--- src/design/lpfs_pkg.sv ---
// Shared types and constants for the length-prefixed frame splitter.
package lpfs_pkg;

    localparam int BYTE_W        = 8;
    localparam int POS_WIDTH     = 32;
    localparam int FLEN_W        = 32;
    localparam int LEN_WIDTH_DEF = 32;

    localparam int OFFSET_W      = 4;
    localparam int FBYTES_W      = 3;
    localparam int HDR_END_W     = 5;

    localparam int CFG_INDEX_W   = 2;
    localparam int CFG_DATA_W    = 4;

    localparam logic [OFFSET_W-1:0] OFFSET_RST     = 4'd0;
    localparam logic [FBYTES_W-1:0] FBYTES_RST     = 3'd4;
    localparam logic                BIG_ENDIAN_RST = 1'b0;

    localparam logic [FBYTES_W-1:0] FBYTES_MIN = 3'd1;
    localparam logic [FBYTES_W-1:0] FBYTES_MAX = 3'd4;

    // Register indexes of the configuration port.
    typedef enum logic [CFG_INDEX_W-1:0] {
        CFG_LEN_FIELD_OFFSET = 2'd0,
        CFG_LEN_FIELD_BYTES  = 2'd1,
        CFG_LEN_BIG_ENDIAN   = 2'd2
    } cfg_index_t;

    // Active configuration, with the field width already clamped to 1..4.
    typedef struct packed {
        logic [OFFSET_W-1:0]  offset;
        logic [FBYTES_W-1:0]  field_bytes;
        logic                 big_endian;
        logic [HDR_END_W-1:0] hdr_end;
    } cfg_t;

    // Frame marks that go with one byte.
    typedef struct packed {
        logic first;
        logic last;
        logic err;
    } frame_flags_t;

endpackage

--- src/design/length_prefixed_frame_splitter.sv ---
// Top level of the length-prefixed frame splitter: request pipeline and frame state.
//
//   Channel   Signals                                   Direction  Carries
//   item      item_valid, item_stall, data_in           in         one stream byte per request
//   result    result_valid, result_stall, data_out,     out        the byte with frame marks,
//             frame_start, frame_end, frame_length,                length and error flag
//             length_error
//   cfg       cfg_valid, cfg_ready, cfg_index, cfg_data in         register writes
//
// One byte per clock while the result is not stalled; a request taken passes the input stage
// register, then the result register. The per-byte frame state loop (position, length field,
// header flag) is combinational logic from its own registers. Reset clears both stages and the
// frame state and loads offset 0, a four-byte field and little-endian order.
// A stalled result holds; item_stall rises only while the input stage is full and the
// result register holds a stalled result.
module length_prefixed_frame_splitter #(
    parameter int LEN_WIDTH = lpfs_pkg::LEN_WIDTH_DEF
) (
    input  logic                             clk,
    input  logic                             rst_n,

    input  logic                             item_valid,
    output logic                             item_stall,
    input  logic [lpfs_pkg::BYTE_W-1:0]      data_in,

    output logic                             result_valid,
    input  logic                             result_stall,
    output logic [lpfs_pkg::BYTE_W-1:0]      data_out,
    output logic                             frame_start,
    output logic                             frame_end,
    output logic [lpfs_pkg::FLEN_W-1:0]      frame_length,
    output logic                             length_error,

    input  logic                             cfg_valid,
    output logic                             cfg_ready,
    input  logic [lpfs_pkg::CFG_INDEX_W-1:0] cfg_index,
    input  logic [lpfs_pkg::CFG_DATA_W-1:0]  cfg_data
);
    import lpfs_pkg::*;

    cfg_t                  cfg;

    // Input stage.
    logic                  s1_valid_reg;
    logic                  s1_valid_next;
    logic [BYTE_W-1:0]     s1_data_reg;

    // Frame state, advanced once per byte leaving the input stage.
    logic [POS_WIDTH-1:0]  pos_reg;
    logic [POS_WIDTH-1:0]  pos_next;
    logic [LEN_WIDTH-1:0]  accum_reg;
    logic [LEN_WIDTH-1:0]  accum_next;
    logic                  known_reg;
    logic                  known_next;

    // Result stage.
    logic                  out_valid_reg;
    logic                  out_valid_next;
    logic [BYTE_W-1:0]     out_data_reg;
    frame_flags_t          out_flags_reg;
    frame_flags_t          step_flags;
    logic [FLEN_W-1:0]     out_flen_reg;
    logic [FLEN_W-1:0]     step_flen;

    logic                  out_blocked;
    logic                  item_take;
    logic                  s1_move;

    // The register file takes a write every cycle; write only while idle (not enforced).
    assign cfg_ready = 1'b1;

    lpfs_cfg_regs u_cfg_regs (
        .clk      (clk),
        .rst_n    (rst_n),
        .wr_en    (cfg_valid && cfg_ready),
        .wr_index (cfg_index),
        .wr_data  (cfg_data),
        .cfg      (cfg)
    );

    lpfs_step #(
        .LEN_WIDTH (LEN_WIDTH)
    ) u_step (
        .cfg          (cfg),
        .data         (s1_data_reg),
        .pos          (pos_reg),
        .accum        (accum_reg),
        .known        (known_reg),
        .pos_next     (pos_next),
        .accum_next   (accum_next),
        .known_next   (known_next),
        .flags        (step_flags),
        .frame_length (step_flen)
    );

    // Handshake: the result register is blocked only while it holds a stalled result.
    assign out_blocked = out_valid_reg && result_stall;
    assign s1_move     = s1_valid_reg && !out_blocked;
    assign item_stall  = s1_valid_reg && out_blocked;
    assign item_take   = item_valid && !item_stall;

    assign s1_valid_next  = item_take || (s1_valid_reg && !s1_move);
    assign out_valid_next = s1_move || out_blocked;

    always_ff @(posedge clk or negedge rst_n)
    begin
        if (!rst_n)
        begin
            s1_valid_reg  <= 1'b0;
            out_valid_reg <= 1'b0;
            pos_reg       <= '0;
            accum_reg     <= '0;
            known_reg     <= 1'b0;
        end
        else
        begin
            s1_valid_reg  <= s1_valid_next;
            out_valid_reg <= out_valid_next;
            if (s1_move)
            begin
                pos_reg   <= pos_next;
                accum_reg <= accum_next;
                known_reg <= known_next;
            end
        end
    end

    // Payload registers carry no reset.
    always_ff @(posedge clk)
    begin
        if (item_take)
            s1_data_reg <= data_in;
        if (s1_move)
        begin
            out_data_reg  <= s1_data_reg;
            out_flags_reg <= step_flags;
            out_flen_reg  <= step_flen;
        end
    end

    assign result_valid = out_valid_reg;
    assign data_out     = out_data_reg;
    assign frame_start  = out_flags_reg.first;
    assign frame_end    = out_flags_reg.last;
    assign frame_length = out_flen_reg;
    assign length_error = out_flags_reg.err;

`ifndef NO_ASSERTIONS
    // A length error always closes the frame.
    a_err_ends_frame: assert property (@(posedge clk) disable iff (!rst_n)
        result_valid && length_error |-> frame_end)
        else $error("length error reported without frame end");

    // A length is reported only on the last byte of a frame.
    a_len_only_at_end: assert property (@(posedge clk) disable iff (!rst_n)
        result_valid && !frame_end |-> frame_length == '0)
        else $error("frame length nonzero away from frame end");

    // After a frame closes, the next byte processed starts a new frame.
    a_end_then_start: assert property (@(posedge clk) disable iff (!rst_n)
        s1_move && step_flags.last |=> pos_reg == '0 && !known_reg)
        else $error("frame state not cleared after frame end");

    // The input stage stalls only while both stages are occupied.
    a_stall_only_full: assert property (@(posedge clk) disable iff (!rst_n)
        item_stall |-> s1_valid_reg && out_valid_reg)
        else $error("input stalled with a free stage");
`endif

endmodule

--- src/design/lpfs_cfg_regs.sv ---
// Configuration registers of the frame splitter and the derived header end.
module lpfs_cfg_regs (
    input  logic                             clk,
    input  logic                             rst_n,
    input  logic                             wr_en,
    input  logic [lpfs_pkg::CFG_INDEX_W-1:0] wr_index,
    input  logic [lpfs_pkg::CFG_DATA_W-1:0]  wr_data,
    output lpfs_pkg::cfg_t                   cfg
);
    import lpfs_pkg::*;

    logic [OFFSET_W-1:0] offset_reg;
    logic [FBYTES_W-1:0] fbytes_reg;
    logic                big_endian_reg;
    logic [FBYTES_W-1:0] fbytes_eff;

    always_ff @(posedge clk or negedge rst_n)
    begin
        if (!rst_n)
        begin
            offset_reg     <= OFFSET_RST;
            fbytes_reg     <= FBYTES_RST;
            big_endian_reg <= BIG_ENDIAN_RST;
        end
        else if (wr_en)
        begin
            case (cfg_index_t'(wr_index))
                CFG_LEN_FIELD_OFFSET: offset_reg     <= wr_data[OFFSET_W-1:0];
                CFG_LEN_FIELD_BYTES:  fbytes_reg     <= wr_data[FBYTES_W-1:0];
                CFG_LEN_BIG_ENDIAN:   big_endian_reg <= wr_data[0];
                default: ;
            endcase
        end
    end

    // A width of zero behaves as one byte, anything above four as four.
    always_comb
    begin
        case (fbytes_reg) inside
            [FBYTES_MIN:FBYTES_MAX]: fbytes_eff = fbytes_reg;
            3'd0:                    fbytes_eff = FBYTES_MIN;
            default:                 fbytes_eff = FBYTES_MAX;
        endcase
    end

    assign cfg.offset      = offset_reg;
    assign cfg.field_bytes = fbytes_eff;
    assign cfg.big_endian  = big_endian_reg;
    assign cfg.hdr_end     = HDR_END_W'(offset_reg) + HDR_END_W'(fbytes_eff);

endmodule

--- src/design/lpfs_step.sv ---
// Per-byte frame logic: length field assembly, byte count and end decision.
module lpfs_step #(
    parameter int LEN_WIDTH = lpfs_pkg::LEN_WIDTH_DEF
) (
    input  lpfs_pkg::cfg_t                   cfg,
    input  logic [lpfs_pkg::BYTE_W-1:0]      data,
    input  logic [lpfs_pkg::POS_WIDTH-1:0]   pos,
    input  logic [LEN_WIDTH-1:0]             accum,
    input  logic                             known,
    output logic [lpfs_pkg::POS_WIDTH-1:0]   pos_next,
    output logic [LEN_WIDTH-1:0]             accum_next,
    output logic                             known_next,
    output lpfs_pkg::frame_flags_t           flags,
    output logic [lpfs_pkg::FLEN_W-1:0]      frame_length
);
    import lpfs_pkg::*;

    logic                      start;
    logic [LEN_WIDTH-1:0]      acc_cur;
    logic                      known_cur;
    logic [POS_WIDTH-1:0]      offset_ext;
    logic [POS_WIDTH-1:0]      hdr_end_ext;
    logic                      in_field;
    logic [1:0]                lane;
    logic [POS_WIDTH-1:0]      le_shifted;
    logic [LEN_WIDTH+BYTE_W-1:0] be_shifted;
    logic [LEN_WIDTH-1:0]      acc_new;
    logic [POS_WIDTH-1:0]      acc_ext;
    logic [POS_WIDTH-1:0]      count;
    logic                      hdr_done;
    logic                      too_short;
    logic                      last;

    assign start     = (pos == '0);
    assign acc_cur   = start ? '0 : accum;
    assign known_cur = start ? 1'b0 : known;

    assign offset_ext  = POS_WIDTH'(cfg.offset);
    assign hdr_end_ext = POS_WIDTH'(cfg.hdr_end);
    assign in_field    = !known_cur && (pos >= offset_ext) && (pos < hdr_end_ext);

    // Little-endian: the byte lands in the lane given by its place in the field.
    assign lane       = pos[1:0] - cfg.offset[1:0];
    assign le_shifted = POS_WIDTH'(data) << {lane, 3'b000};
    // Big-endian: shift the field so far up one byte and append.
    assign be_shifted = {acc_cur, data};

    always_comb
    begin
        if (!in_field)
            acc_new = acc_cur;
        else if (cfg.big_endian)
            acc_new = be_shifted[LEN_WIDTH-1:0];
        else
            acc_new = acc_cur | le_shifted[LEN_WIDTH-1:0];
    end

    assign acc_ext = POS_WIDTH'(acc_new);
    assign count   = (&pos) ? pos : pos + POS_WIDTH'(1);

    assign hdr_done  = !known_cur && (count >= hdr_end_ext);
    assign too_short = hdr_done && (acc_ext < hdr_end_ext);
    assign last      = too_short || ((hdr_done || known_cur) && (count >= acc_ext));

    assign pos_next     = last ? '0 : count;
    assign accum_next   = last ? '0 : acc_new;
    assign known_next   = last ? 1'b0 : (known_cur || hdr_done);
    assign flags.first  = start;
    assign flags.last   = last;
    assign flags.err    = too_short;
    assign frame_length = last ? FLEN_W'(acc_ext) : '0;

endmodule
--- config.mk ---
export PLATFORM = sky130hd
export DESIGN_NAME = length_prefixed_frame_splitter
export DESIGN_NICKNAME = d
export VERILOG_FILES = /design/src/design/lpfs_pkg.sv /design/src/design/length_prefixed_frame_splitter.sv /design/src/design/lpfs_cfg_regs.sv /design/src/design/lpfs_step.sv
export SDC_FILE = /design/constraint.sdc
export NUM_CORES = 1
export LEC_CHECK = 0
export BUFFER_PORTS_ARGS = -buffer_cell sky130_fd_sc_hd__clkbuf_2
export CORE_UTILIZATION = 30
export CTS_CLUSTER_DIAMETER = 200
export DETAILED_ROUTE_END_ITERATION = 6
export PLACE_DENSITY_LB_ADDON = 0.2
export SETUP_SLACK_MARGIN = 0.3
export SLEW_MARGIN = 20
export SYNTH_ARGS = -nofsm -noshare
export SYNTH_HDL_FRONTEND = slang
export SYNTH_SLANG_ARGS = --single-unit
--- constraint.sdc ---
create_clock -name clk -period 7.7 [get_ports clk]
set_clock_uncertainty 0.2 [all_clocks]
set_input_delay 0 -clock clk [delete_from_list [all_inputs] [get_ports clk]]
set_output_delay 0 -clock clk [all_outputs]
set_load 0.02 [all_outputs]
=== After elaboration in Yosys (flattened, before gate mapping) ===
Index checks and enable logic that the tools add are counted.

* Bits in registers: 126
* Input port bits: 19
* Output and inout port bits: 46
* Word-level logic and storage cells: 64

* Add/subtract/negate cells: 3
* Magnitude comparators: 7
* Equal/unequal tests: 2
* Shifts and indexed selects: 1
* Muxes and demuxes: 10
* Bitwise gates (word level): 1
* Reduce and logical (&&, ||, !) cells: 26

{| class="wikitable"
|+ Operator list
! cell !! number
|-
| $mux W32 || 6
|-
| $lt A32 B5 Y1 || 2
|-
| $add A32 B1 Y32 const B || 1
|-
| $ge A32 B32 Y1 || 1
|-
| $ge A32 B4 Y1 || 1
|-
| $ge A32 B5 Y1 || 1
|-
| $logic_not A32 Y1 || 1
|-
| $or A32 B32 Y32 || 1
|-
| $reduce_and A32 Y1 || 1
|-
| $shl A8 B5 Y32 || 1
|-
| $logic_and A1 B1 Y1 || 11
|-
| $mux W3 || 2
|-
| $reduce_and A2 Y1 || 3
|-
| $add A4 B3 Y5 || 1
|-
| $logic_not A1 Y1 || 4
|-
| $logic_or A1 B1 Y1 || 4
|-
| $ge A3 B1 Y1 const B || 1
|-
| $le A3 B3 Y1 const B || 1
|-
| $logic_not A3 Y1 || 1
|-
| $eq A2 B1 Y1 const B || 1
|-
| $eq A2 B2 Y1 const B || 1
|-
| $logic_not A2 Y1 || 1
|-
| $mux W1 || 2
|-
| $sub A2 B2 Y2 || 1
|}

=== Logic depth before layout (Yosys ltp) ===
* Word-level depth: 11
* Mapped depth: 29

=== By module ===
From an unflattened synthesis, not the netlist that was laid out.

* Cells, all modules: 860
* Area, all modules: 8,693.3 um^2

{| class="wikitable"
|+ By module, submodules not included
! module !! instances !! cells each !! area each (um^2)
|-
| length_prefixed_frame_splitter || 1 || 198 || 4,255.3
|-
| lpfs_step || 1 || 626 || 3,973.8
|-
| lpfs_cfg_regs || 1 || 36 || 464.2
|}

=== Least setup slack after synthesis ===
Ideal clock, no wire load.

* Path kind: reg2reg
* Start point: register u_cfg_regs.fbytes_reg[2]
* End point: register out_flen_reg[12] (netlist: frame_length[12]) (data pin)
* Library setup time: 0.266 ns
* Data arrival time: 5.571 ns
* Slack: 1.663 ns
* Stages on the path, launching flop included: 26
* Path buffers: 3
* Clock period less this slack: 6.037 ns
* Path through: dfstp_2 > a21oi_1 > ha_1 > fa_1 > inv_1 > ha_1 > a221oi_1 > o21bai_1 > a2111oi_2 > clkbuf_1 > buf_1 > nand2_1 > a21oi_1 > a21oi_1 > ha_1 > a21o_1 > a21o_1 > a221oi_1 > o21ai_0 > nor3_1 > o21ai_0 > a41oi_2 > o21ai_2 > nand2_2 > buf_2 > nor2_1

* Cells in the longest elaborated chain, start to end: 10

{| class="wikitable"
|+ Ends and longest elaborated chain
! item !! RTL line !! RTL
|-
| start, declared || lpfs_cfg_regs.sv:13 || <nowiki>logic [FBYTES_W-1:0] fbytes_reg;</nowiki>
|-
| start signal, assigned || lpfs_cfg_regs.sv:29 || <nowiki>CFG_LEN_FIELD_BYTES: fbytes_reg <= wr_data[FBYTES_W-1:0];</nowiki>
|-
| $ge A3 B1 Y1 (no source line) (tied with other cells) || -- ||
|-
| $logic_and A1 B1 Y1 (no source line) or $mux W3 (tied branches) || -- ||
|-
| $mux W3 * || lpfs_cfg_regs.sv:39 || <nowiki>case (fbytes_reg) inside</nowiki>
|-
| $add A4 B3 Y5 * || lpfs_cfg_regs.sv:49 || <nowiki>assign cfg.hdr_end = HDR_END_W'(offset_reg) + HDR_END_W'(fbytes_eff);</nowiki>
|-
| $lt A32 B5 Y1 || lpfs_step.sv:40 || <nowiki>assign in_field = !known_cur && (pos >= offset_ext) && (pos < hdr_end_ext);</nowiki>
|-
| $logic_and A1 B1 Y1 || lpfs_step.sv:40 ||
|-
| $mux W32 || lpfs_step.sv:50 || <nowiki>if (!in_field)</nowiki>
|-
| $lt A32 B5 Y1 or $ge A32 B32 Y1 (tied branches) || lpfs_step.sv:62, lpfs_step.sv:63 ||
|-
| $logic_and A1 B1 Y1 (on tied branches) || lpfs_step.sv:62, lpfs_step.sv:63 ||
|-
| $logic_or A1 B1 Y1 || lpfs_step.sv:63 || <nowiki>assign last = too_short || ((hdr_done || known_cur) && (count >= acc_ext));</nowiki>
|-
| end signal, assigned || length_prefixed_frame_splitter.sv:137 || <nowiki>out_flen_reg <= step_flen;</nowiki>
|-
| end, declared || length_prefixed_frame_splitter.sv:62 || <nowiki>logic [FLEN_W-1:0] out_flen_reg;</nowiki>
|}

Every way passes the cells marked *; elsewhere a longest branch is shown, timed or not.
A chain may end at the register's enable or synchronous reset.

=== Worst setup path after layout ===
* Start point: register u_cfg_regs.fbytes_reg[2]
* End point: register out_flen_reg[26] (netlist: frame_length[26]) (data pin)

The elaborated chain is that of the path after synthesis.

==> impl_metrics.csv <==
group,metric,value,unit
cells_and_area,syn_to_final_growth,18.3,%
floorplan,die_h,167,µm
cts,cts_setup_buffers,0,
critical_path,crit_type,"flip-flop to flip-flop",
synthesis,syn_area,8190,µm²
synthesis,yosysTopAreaCellShare,0.226,
cts,cts.sinks,126,
placed_design,gp_congestion,0.883,
synthesis,yosys_warnings,0,
cts,cts-root-buf,"clkbuf_16",
status,outcome,"finished clean",
pwr,ir_drop,0.000482,V
synthesis,synth_nets,951,
cts,cts_tree,"yes",
timing,slew-limit-headroom,0.354,
synthesis,ys_seq_area_frac,0.416,
pwr,total_power,3.66,mW
critical_path,critPathMostFrequentCell,"ha_1",
critical_path,start_kind,"flip-flop",
global_route,antenna_found_initial,0,
drt,drt_wl_total,26000,µm
pwr,p_leak,4.13,nW
timing,timing.final.ws_setup,827,ps
placed_design,port-buffer-count,63,
global_route,gr-total-overflow,0,
cts,numCtsBuffers,17,
hold_path,hold_path.class,"primary input to flip-flop",
timing,setup_viol,0,
cts,clkTransAtPathRegs,70,ps
synthesis,async_flop_share,0.595,
critical_path,path_delay_family,"compound AO/OA/AOI/OAI gates",
floorplan,die_w,167,µm
synthesis,synthCells,880,
placed_design,placed_cells,1240,
cells_and_area,antenna_cells,0,
floorplan,dieArea,28000,µm²
critical_path,path_cells,"a21oi_1, ha_1, fa_1, a21o_1, nand2_1, ha_1, nor2b_1, a2111o_1, mux2_2, a21oi_1, ha_1, nand4_1, nor4_1, a221oi_1, o21ai_0, nor3_1, o21ai_0, a41oi_2, o21ai_2, nand2_2, buf_4, nor2_1",
global_route,grt_max_degree,59,
drt,via_per_inst,5.55,
placed_design,dpl_cell_area,8780,µm²
floorplan,start_util,0.305,
critical_path,crit_required,7660,ps
synthesis,synthDistinctLibCells,77,
timing,fmax,146,MHz
synthesis,ys_seq_elements,126,
drt,postRouteAntennaNets,0,
critical_path,arrival,6830,ps
cells_and_area,final_core_util,0.361,
timing,rsz0062_at_grt,"no",
synthesis,synth-main-ff-cell,"dfrtp_1",
critical_path,cp_slowest_stage_delay,780,ps
pwr,pwr_density_cell,378,nW/µm²
drt,firstDrtPassIters,7,
drt,routedWlPerCell,20.0,µm
cells_and_area,drive_gt1_frac,0.150,
cts,cts_htree_levels,4,
drt,drc,0,
timing,hold_ws,74.4,ps
synthesis,syn_avg_cell_area,9.31,µm²
cts,clk_path_buf_depth,2,
floorplan,io_pins,65,
cells_and_area,instances_no_fill,1301,
drt,initialDrtViolationCount,787,
run,max-cap-violations,0,
floorplan,fp-row-count,60,
timing,setup_tns,0,ps
timing,min_period,6870,ps
drt,vias,7215,
global_route,grt_pass1_wl,40900,µm
timing,tightest_slew,969,ps
cts,clock_latency,440,ps
critical_path,path_max_fanout,34,
timing,slew_violations,0,
timing,final_hold_viol_count,0,
global_route,grt_usage,0.191,
critical_path,cp_num_buf_inv,1,
synthesis,ys_top_cells_by_area,"dfrtp_1 23%, edfxtp_1 19%, ha_1 7.6%",
synthesis,synth_edf_count,51,
placed_design,pre_cts_ws,846,ps
cells_and_area,fin_nets,1018,
floorplan,placeableCoreArea,26900,µm²
placed_design,dp_hpwl,18800,µm
cts,post_cts_resized,0,
timing,finalCritPeriodShare,0.893,
global_route,grt_pass1_vias,6824,
critical_path,crit_path_top_delay_cell,"a2111o_1",
synthesis,synth_largest_area_cell,"dfrtp_1",
critical_path,end_kind,"flip-flop",
cells_and_area,fin_area,9690,µm²
[layout make-up]
| type | count | area (µm²) |
|---|---|---|
| repair buffers | 106 | 723 |
| clock buffers | 17 | 425 |
| flip-flops and latches | 126 | 3410 |
| inverters | 34 | 130 |
| multi-input cells | 662 | 4390 |
| fillers | 2718 | 17200 |
| well taps | 341 | 427 |
| clock inverters | 15 | 185 |
[cells by family after synthesis]
logic type / share of synthesized area
and+or+nand+nor: 0.210
AOI/OAI and AO/OA: 0.188
DFF: 0.416
buffers and inverters: 0.0501
adders and majority gates: 0.0813
xor gates and xnor gates: 0.0289
muxes: 0.0255
other: 0.000458
[cell usage after synthesis (all sizes together) (3+ instances only)]
| cell type | count |
|---|---|
| a2111oi | 7 |
| a211oi | 4 |
| a21o | 19 |
| a21oi | 45 |
| a221oi | 4 |
| a22o | 9 |
| a22oi | 16 |
| a31oi | 7 |
| and2 | 8 |
| and3 | 23 |
| and4 | 10 |
| buf | 22 |
| clkbuf | 36 |
| dfrtp | 74 |
| edfxtp | 51 |
| ha | 50 |
| inv | 33 |
| mux2 | 15 |
| mux2i | 4 |
| nand2 | 126 |
| nand2b | 10 |
| nand3 | 24 |
| nand4 | 29 |
| nor2 | 61 |
| nor2b | 5 |
| nor3 | 20 |
| nor4 | 14 |
| o2111ai | 3 |
| o211ai | 5 |
| o21ai | 35 |
| o22ai | 3 |
| o2bb2ai | 3 |
| o31ai | 42 |
| or3 | 7 |
| or4b | 4 |
| xnor2 | 17 |
| xor2 | 10 |
[worst register-to-register path: cells and delay by family (launching register included)]
kind / cells / cell delay [ps]
buf+inv: 1 / 400
simple gates: 7 / 1420
fa+ha+maj: 4 / 1100
flops: 1 / 550
mux: 1 / 410
compound gates: 9 / 2540
[worst paths after layout]
| kind | startpoint | end | slack [ps] | depth (start not counted) |
|---|---|---|---|---|
| hold reg to reg | accum_reg[30] | accum_reg[30] | 290 | 2 |
| max in group asynchronous | rst_n | pos_reg[15] | 6180 | 4 |
| min in group asynchronous | rst_n | accum_reg[9] | 420 | 4 |
| setup / recovery | u_cfg_regs.fbytes_reg[2] | frame_length[26] | 830 | 22 |
| setup reg to reg | u_cfg_regs.fbytes_reg[2] | frame_length[26] | 830 | 22 |
| hold / removal | data_in[1] | s1_data_reg[1] | 70 | 2 |
[report_power, final]
part           switching, mW  leakage (nW)  total [mW]  internal (mW)
registers              0.114          1.52       0.934          0.820
logic                   1.34          2.32        1.88          0.532
clock network          0.339         0.285       0.853          0.514
[layer usage]
metal  up-vias  routed length [µm]  global-route usage
li1       3401                   -                   -
met1      3519               12000               0.263
met2       250               11900               0.301
met3        45                1360              0.0324
met4         0                 680              0.0686
met5         -                   0                   0
[cells in the final DEF (no fill, tap or decap), drive strengths merged, types with 5 or more instances in the layout]
cell type and n:
a21oi 45, a22oi 16, inv 39, and4 10
nand4 29, or3 7, edfxtp 51, nor2b 5
o21ai 35, and3 23, xor2 10, a21o 19
xnor2 17, nor2 61, and2 8, o211ai 5
o31ai 42, a31oi 7, a22o 9, nand3 24
nand2 126, nor4 14, clkbuf 79, dlygate4sd3 28
a2111oi 7, nor3 20, dfrtp 74, ha 50
nand2b 10, buf 16, mux2 15
[what timing repair did]
item,CTS,global route
hold endpoints to repair,100,0
setup endpoints to repair,0,9
hold buffers,29,0
Power figures use the tool's default switching activity.
